## src/rtl/core/assert_macros.svh

```systemverilog
// Assertion macros for the set difference RTL.
`ifndef ASSERT_MACROS_SVH
`define ASSERT_MACROS_SVH

// Same-cycle implication, checked on every rising clock edge out of reset.
`define ESD_ASSERT_IMP(lbl, clk, rst_n, ante, cons) \
    lbl: assert property (@(posedge clk) disable iff (!rst_n) (ante) |-> (cons)) \
        else $error("%m: same-cycle check failed");

// Next-cycle implication, checked on every rising clock edge out of reset.
`define ESD_ASSERT_NEXT(lbl, clk, rst_n, ante, cons) \
    lbl: assert property (@(posedge clk) disable iff (!rst_n) (ante) |=> (cons)) \
        else $error("%m: next-cycle check failed");

`endif

```

## src/rtl/core/esd_pkg.sv

```systemverilog
// Types and constants of the epoch-stamped set difference block.
package esd_pkg;

    // Sizing of the stores and counters.
    localparam int NUM_SAMPLES = 1024;
    localparam int MAX_DEST    = 1024;
    localparam int MAX_SOURCE  = 4096;
    localparam int EPOCH_BITS  = 16;

    localparam int SAMPLE_AW = $clog2(NUM_SAMPLES);
    localparam int DEST_AW   = $clog2(MAX_DEST);
    localparam int DEST_CW   = $clog2(MAX_DEST + 1);
    localparam int SRC_CW    = $clog2(MAX_SOURCE);

    // Fixed field widths of the transactions.
    localparam int OP_W      = 2;
    localparam int SAMPLE_W  = 10;
    localparam int FEATURE_W = 16;
    localparam int POS_W     = 12;

    localparam logic [EPOCH_BITS-1:0] EPOCH_MAX = {EPOCH_BITS{1'b1}};

    // Operation codes.
    localparam logic [OP_W-1:0] OP_BEGIN_ROUND   = 2'd0;
    localparam logic [OP_W-1:0] OP_REGISTER_DEST = 2'd1;
    localparam logic [OP_W-1:0] OP_QUERY_SOURCE  = 2'd2;

    typedef struct packed {
        logic [OP_W-1:0]      operation;
        logic [SAMPLE_W-1:0]  sample;
        logic [FEATURE_W-1:0] feature;
    } in_item_t;

    typedef struct packed {
        logic [SAMPLE_W-1:0] missing_sample;
        logic [POS_W-1:0]    source_position;
    } out_item_t;

    // One word of the per-sample store.
    typedef struct packed {
        logic [EPOCH_BITS-1:0] stamp;
        logic [DEST_AW-1:0]    run_start;
        logic [DEST_CW-1:0]    run_length;
    } samp_entry_t;

    typedef struct packed {
        logic                 we;
        logic [SAMPLE_AW-1:0] waddr;
        samp_entry_t          wdata;
        logic                 re;
        logic [SAMPLE_AW-1:0] raddr;
    } samp_req_t;

    typedef struct packed {
        logic                 we;
        logic [DEST_AW-1:0]   waddr;
        logic [FEATURE_W-1:0] wdata;
        logic                 re;
        logic [DEST_AW-1:0]   raddr;
    } feat_req_t;

    typedef struct packed {
        logic      valid;
        out_item_t item;
    } emit_t;

endpackage

```

## src/rtl/core/esd_ctrl.sv

```systemverilog
// Sequencer of the set difference block: stamp lookup, run scan, clear sweep.
`include "assert_macros.svh"

module esd_ctrl import esd_pkg::*; (
    input  logic                 aclk,
    input  logic                 aresetn,
    input  logic                 s_valid,
    output logic                 s_ready,
    input  in_item_t             s_payload,
    input  logic                 match_features,
    input  logic                 out_free,
    output emit_t                emit,
    output samp_req_t            samp_req,
    input  samp_entry_t          samp_rd_data,
    output feat_req_t            feat_req,
    input  logic [FEATURE_W-1:0] feat_rd_data
);

    typedef enum logic [2:0] {
        ST_CLEAR,
        ST_IDLE,
        ST_LOOKUP,
        ST_SCAN,
        ST_EMIT
    } state_t;

    state_t                state_reg,     state_next;
    logic [EPOCH_BITS-1:0] epoch_reg,     epoch_next;
    logic [DEST_CW-1:0]    dest_count_reg, dest_count_next;
    logic [SRC_CW-1:0]     src_count_reg, src_count_next;
    logic [SAMPLE_AW-1:0]  clr_addr_reg,  clr_addr_next;
    logic                  pending_reg,   pending_next;
    in_item_t              item_reg,      item_next;
    logic [SRC_CW-1:0]     pos_reg,       pos_next;
    logic [DEST_CW-1:0]    scan_idx_reg,  scan_idx_next;
    logic [DEST_CW-1:0]    remain_reg,    remain_next;

    logic sample_ok;
    logic hit;
    logic can_issue;
    logic wrap_start;
    logic wrap_armed;

    assign sample_ok = (32'(s_payload.sample) < NUM_SAMPLES);
    // Single compare unit: one destination feature a cycle.
    assign hit       = pending_reg && (feat_rd_data == item_reg.feature);
    assign can_issue = (remain_reg != '0) && (scan_idx_reg < dest_count_reg);

    assign wrap_start = (state_reg == ST_IDLE) && s_valid
                        && (s_payload.operation == OP_BEGIN_ROUND)
                        && (epoch_reg == EPOCH_MAX);
    assign wrap_armed = (state_reg == ST_CLEAR) && (epoch_reg == EPOCH_BITS'(1));

    always_comb begin
        state_next      = state_reg;
        epoch_next      = epoch_reg;
        dest_count_next = dest_count_reg;
        src_count_next  = src_count_reg;
        clr_addr_next   = clr_addr_reg;
        pending_next    = pending_reg;
        item_next       = item_reg;
        pos_next        = pos_reg;
        scan_idx_next   = scan_idx_reg;
        remain_next     = remain_reg;
        s_ready         = 1'b0;
        samp_req        = '0;
        feat_req        = '0;
        emit            = '0;

        case (state_reg)
            ST_CLEAR: begin
                samp_req.we    = 1'b1;
                samp_req.waddr = clr_addr_reg;
                samp_req.wdata = '0;
                clr_addr_next  = clr_addr_reg + SAMPLE_AW'(1);
                if (clr_addr_reg == SAMPLE_AW'(NUM_SAMPLES - 1)) begin
                    state_next = ST_IDLE;
                end
            end

            ST_IDLE: begin
                s_ready        = 1'b1;
                samp_req.re    = s_valid;
                samp_req.raddr = SAMPLE_AW'(s_payload.sample);
                if (s_valid) begin
                    item_next = s_payload;
                    case (s_payload.operation)
                        OP_BEGIN_ROUND: begin
                            dest_count_next = '0;
                            src_count_next  = '0;
                            if (epoch_reg == EPOCH_MAX) begin
                                epoch_next    = EPOCH_BITS'(1);
                                clr_addr_next = '0;
                                state_next    = ST_CLEAR;
                            end else begin
                                epoch_next = epoch_reg + EPOCH_BITS'(1);
                            end
                        end
                        OP_REGISTER_DEST: begin
                            if (sample_ok && (dest_count_reg < DEST_CW'(MAX_DEST))) begin
                                state_next = ST_LOOKUP;
                            end
                        end
                        OP_QUERY_SOURCE: begin
                            pos_next = src_count_reg;
                            if (src_count_reg < SRC_CW'(MAX_SOURCE - 1)) begin
                                src_count_next = src_count_reg + SRC_CW'(1);
                            end
                            state_next = sample_ok ? ST_LOOKUP : ST_EMIT;
                        end
                        default: begin
                            state_next = ST_IDLE;
                        end
                    endcase
                end
            end

            ST_LOOKUP: begin
                if (item_reg.operation == OP_REGISTER_DEST) begin
                    samp_req.we    = 1'b1;
                    samp_req.waddr = SAMPLE_AW'(item_reg.sample);
                    if (samp_rd_data.stamp != epoch_reg) begin
                        samp_req.wdata.stamp      = epoch_reg;
                        samp_req.wdata.run_start  = DEST_AW'(dest_count_reg);
                        samp_req.wdata.run_length = DEST_CW'(1);
                    end else begin
                        samp_req.wdata.stamp      = samp_rd_data.stamp;
                        samp_req.wdata.run_start  = samp_rd_data.run_start;
                        samp_req.wdata.run_length = samp_rd_data.run_length + DEST_CW'(1);
                    end
                    feat_req.we     = 1'b1;
                    feat_req.waddr  = DEST_AW'(dest_count_reg);
                    feat_req.wdata  = item_reg.feature;
                    dest_count_next = dest_count_reg + DEST_CW'(1);
                    state_next      = ST_IDLE;
                end else if (samp_rd_data.stamp != epoch_reg) begin
                    state_next = ST_EMIT;
                end else if (!match_features) begin
                    state_next = ST_IDLE;
                end else begin
                    scan_idx_next = DEST_CW'(samp_rd_data.run_start);
                    remain_next   = samp_rd_data.run_length;
                    pending_next  = 1'b0;
                    state_next    = ST_SCAN;
                end
            end

            ST_SCAN: begin
                if (hit) begin
                    pending_next = 1'b0;
                    state_next   = ST_IDLE;
                end else if (can_issue) begin
                    feat_req.re   = 1'b1;
                    feat_req.raddr = DEST_AW'(scan_idx_reg);
                    scan_idx_next = scan_idx_reg + DEST_CW'(1);
                    remain_next   = remain_reg - DEST_CW'(1);
                    pending_next  = 1'b1;
                end else begin
                    pending_next = 1'b0;
                    state_next   = ST_EMIT;
                end
            end

            ST_EMIT: begin
                emit.valid                = 1'b1;
                emit.item.missing_sample  = item_reg.sample;
                emit.item.source_position = POS_W'(pos_reg);
                if (out_free) begin
                    state_next = ST_IDLE;
                end
            end

            default: begin
                state_next = ST_IDLE;
            end
        endcase
    end

    always_ff @(posedge aclk) begin
        if (!aresetn) begin
            state_reg      <= ST_CLEAR;
            epoch_reg      <= '0;
            dest_count_reg <= '0;
            src_count_reg  <= '0;
            clr_addr_reg   <= '0;
            pending_reg    <= 1'b0;
        end else begin
            state_reg      <= state_next;
            epoch_reg      <= epoch_next;
            dest_count_reg <= dest_count_next;
            src_count_reg  <= src_count_next;
            clr_addr_reg   <= clr_addr_next;
            pending_reg    <= pending_next;
        end
        item_reg     <= item_next;
        pos_reg      <= pos_next;
        scan_idx_reg <= scan_idx_next;
        remain_reg   <= remain_next;
    end

    `ESD_ASSERT_IMP(a_feat_rw_excl, aclk, aresetn, feat_req.re, !feat_req.we)
    `ESD_ASSERT_IMP(a_scan_in_list, aclk, aresetn, feat_req.re, 32'(feat_req.raddr) < 32'(dest_count_reg))
    `ESD_ASSERT_IMP(a_src_sat, aclk, aresetn, 1'b1, src_count_reg <= SRC_CW'(MAX_SOURCE - 1))
    `ESD_ASSERT_NEXT(a_wrap_clears, aclk, aresetn, wrap_start, wrap_armed)

endmodule

```

## config.mk

```make
export PLATFORM = sky130hd
export DESIGN_NAME = esd_ctrl
export DESIGN_NICKNAME = d
export VERILOG_FILES = /design/src/rtl/core/esd_pkg.sv /design/src/rtl/core/esd_ctrl.sv
export VERILOG_INCLUDE_DIRS = /design/src /design/src/rtl/core
export SDC_FILE = /design/constraint.sdc
export NUM_CORES = 1
export LEC_CHECK = 0
export BUFFER_PORTS_ARGS = -buffer_cell sky130_fd_sc_hd__buf_2
export CORE_ASPECT_RATIO = 1.4
export CORE_MARGIN = 2
export CORE_UTILIZATION = 55
export CTS_BUF_LIST = sky130_fd_sc_hd__clkbuf_4 sky130_fd_sc_hd__clkbuf_8 sky130_fd_sc_hd__clkbuf_16
export CTS_CLUSTER_DIAMETER = 150
export CTS_CLUSTER_SIZE = 25
export DETAILED_ROUTE_END_ITERATION = 16
export PLACE_DENSITY = 0.9
export SLEW_MARGIN = 30
export SYNTH_ARGS = -nofsm -noshare
export SYNTH_HDL_FRONTEND = slang
export SYNTH_SLANG_ARGS = --single-unit
```

## constraint.sdc

```tcl
create_clock -name aclk -period 9.2 [get_ports aclk]
set_clock_uncertainty 0.1 [all_clocks]
set_input_delay 2.76 -clock aclk [delete_from_list [all_inputs] [get_ports aclk]]
set_output_delay 2.76 -clock aclk [all_outputs]
set_load 0.01 [all_outputs]
```

==> impl_metrics.csv <==
group,metric,value,unit
critical_path,path_max_fanout,13,
floorplanning,die_w,97.3,um
floorplanning,die_h,135,um
place,dp_hpwl,13100,um
place,placedCellCount,1046,
drt,drtIter0Drc,359,
logic_synthesis,yosysMostFrequentCell,"nor2_1",
timing,finalMaxSlewViolations,0,
critical_path,slowest_delay,0.72,ns
floorplanning,start_util,0.564,
critical_path,r2r_slack,6.01,ns
power_and_ir_drop,leakage,0.00379,uW
timing,max_freq,135,MHz
timing,slew_headroom,0.386,
critical_path,crit_arrival,4.54,ns
cts,cts_buffers,17,
logic_synthesis,synth_top_family_by_area,"simple AND/OR/NAND/NOR gates",
cts,cts-root-buf,"clkbuf_16",
power_and_ir_drop,ir_worst_vdd,145,uV
final_layout,largest_reg_flops,28,
cts,clkLatencyLatePin,0.42,ns
drt,wl_per_cell,16.9,um
logic_synthesis,syn_area_per_cell,9.24,um^2
global_routing,antenna_found_initial,2,
drt,routed_wl,18300,um
cts,cts_tree,"built",
timing,max_slew.worst_pin.slew,0.921,ns
logic_synthesis,yosys_warnings,0,
logic_synthesis,synth.area.mux_share,0.00168,
timing,finalCriticalPeriod,7.40,ns
final_layout,syn2layout_area_growth,25.6,%
global_routing,grt_pass1_vias,5827,
floorplanning,boundaryPins,207,
final_layout,nets,1027,
power_and_ir_drop,p_per_area,152,mW/mm^2
cts,clk_pin_slew,0.06,ns
timing,hold_violations,0,
cts,cts_sinks,115,
global_routing,grt-ovfl-total,0,
drt,remaining_drc_errors,0,
logic_synthesis,netlist_instances,726,
logic_synthesis,synth_simple_gate_area_frac,0.262,
drt,vias,6097,
cts,htreeDepth,4,
global_routing,grt_pass1_wl,28300,um
cts,postCtsHoldBufs,0,
run,maxCapViolCount,0,
final_layout,n_fill_cell,893,
critical_path,cp-start-kind,"input pin",
place,globalplace.congestion,0.857,
critical_path,required,6.34,ns
global_routing,grt_util_all_layers,0.272,
cts,cts_max_path_buffers,2,
drt,firstDrtPassIters,5,
logic_synthesis,synthesis.area,0.00671,mm^2
drt,ant_nets,0,
place,io_buffers,206,
critical_path,crit_path_end_kind,"output port",
logic_synthesis,synth_area_leaders,"edfxtp_1, dfxtp_1, xor2_1",
final_layout,stdcell_area,0.00842,mm^2
logic_synthesis,yosys-top-cells-count,"nor2_1, edfxtp_1, xor2_1",
logic_synthesis,synth_top_area_frac,0.278,
drt,routed_via_density,5.64,
timing,post-route-period-util,0.804,
critical_path,slowest_stage,"a21oi_1",
critical_path,path_cells,"buf_2 -> xor2_1 -> nor4_1 -> and3_1 -> a21oi_1 -> and2_1 -> buf_2",
final_layout,final_core_util,0.709,
cts,cts_resized,0,
timing,fin_tns_setup,0,ns
power_and_ir_drop,finalPower,1280,uW
timing,rsz0062_at_grt,"no",
logic_synthesis,synth_flop_cell,"edfxtp_1",
floorplanning,die_area,0.0131,mm^2
logic_synthesis,synth_top_area_cell,"edfxtp_1",
global_routing,grt_max_degree,44,
critical_path,cpMostUsedCell,"buf_2",
logic_synthesis,synth_edf_count,62,
timing,setup_viol,0,
floorplanning,core-area,0.0119,mm^2
min_path,hold_class,"register to register",
logic_synthesis,postSynthNetCount,834,
logic_synthesis,yosys.cell_types.count,57,
critical_path,path_class,"input pin to output port",
logic_synthesis,yosys.area_share.adder,0.0411,
critical_path,path_delay_family,"compound AO/OA/AOI/OAI gates",
logic_synthesis,async_flop_share,0,
final_layout,drive_gt1_frac,0.281,
final_layout,final_cells,1081,
cts,post_cts_buffers,0,
logic_synthesis,synth_xor_area_frac,0.124,
place,place_area,0.00777,mm^2
run_status,outcome,"finished, final reports clean",
logic_synthesis,synth_compound_area_frac,0.0871,
floorplanning,rows,47,
critical_path,critPathBufInv,2,
logic_synthesis,ys_seq_elements,115,
logic_synthesis,yosysSeqAreaShare,0.436,
## final cells by class
type	instances	area [um^2]	share of cell area
multi-input cells	545	3500	0.415
well taps	147	184	0.0218
repair buffers	213	1090	0.129
clock buffers	18	450	0.0535
flip-flops and latches	115	2920	0.347
diodes	2	5.00	0.000594
inverters	27	101	0.0120
clock inverters	14	176	0.0209
## metal layers
layer	track usage	share of wire	vias to the layer above
met5	0	0	-
met3	0.0699	0.075	48
met1	0.293	0.37	2830
met4	0.131	0.028	0
li1	-	-	2933
met2	0.495	0.52	286
## per-stage QoR
step | worst slack, ns | hold WS [ns]
after global placement | 1.88 | 0.361
after floorplan | 2.27 | 0.325
after detailed placement | 1.84 | 0.372
final | 1.80 | 0.384
after global routing | 1.71 | 0.390
after CTS | 1.83 | 0.387
## placed cells by master, fill, tap and decap left out, types with 3 or more instances in the layout
| cell | count |
|---|---|
| clkinv_4 | 3 |
| or3_1 | 7 |
| o21ai_0 | 30 |
| clkinvlp_4 | 5 |
| clkbuf_16 | 18 |
| and4_1 | 3 |
| and3_1 | 53 |
| nand4_1 | 21 |
| and2_1 | 39 |
| nand2_1 | 56 |
| ha_1 | 22 |
| a21boi_0 | 3 |
| buf_4 | 6 |
| nand3_1 | 36 |
| nor4_1 | 8 |
| inv_1 | 27 |
| buf_2 | 206 |
| a211oi_1 | 18 |
| nor3b_1 | 3 |
| xor2_1 | 58 |
| nor3_1 | 4 |
| nor2_1 | 82 |
| edfxtp_1 | 62 |
| dfxtp_1 | 53 |
| xnor2_1 | 37 |
| bufinv_16 | 3 |
| a21oi_1 | 16 |
| a22o_1 | 8 |
| nand2b_1 | 3 |
## path summary, 6_finish.rpt
kind | startpoint | end | depth (start not counted)
setup / recovery | feat_rd_data[0] | feat_req[10] | 7
hold / removal | src_count_reg[5] | pos_reg[5] | 0
hold reg to reg | src_count_reg[5] | pos_reg[5] | 0
setup reg to reg | state_reg[0] | epoch_reg[7] | 6
## where the power goes
| group | internal (uW) | leakage (uW) | switching [uW] |
|---|---|---|---|
| registers | 541 | 0.000962 | 1.64 |
| clock network | 443 | 0.000290 | 244 |
| logic | 25.3 | 0.00254 | 27.2 |
## cells by family after synthesis
kind of cell / after synthesis
xor+xnor: 95
fa+ha+maj: 22
compound gates: 91
simple gates: 336
flops: 115
buf+inv: 66
mux: 1
## worst register-to-register path: stages (launching register included)
cell      delay, ns
dfxtp_1        0.67
nor4bb_4       0.47
buf_4          0.47
nand2_1        0.36
o21ai_1        0.61
buf_4          0.33
nor2_1         0.07
Note: power is estimated with default switching activity, not from simulation.
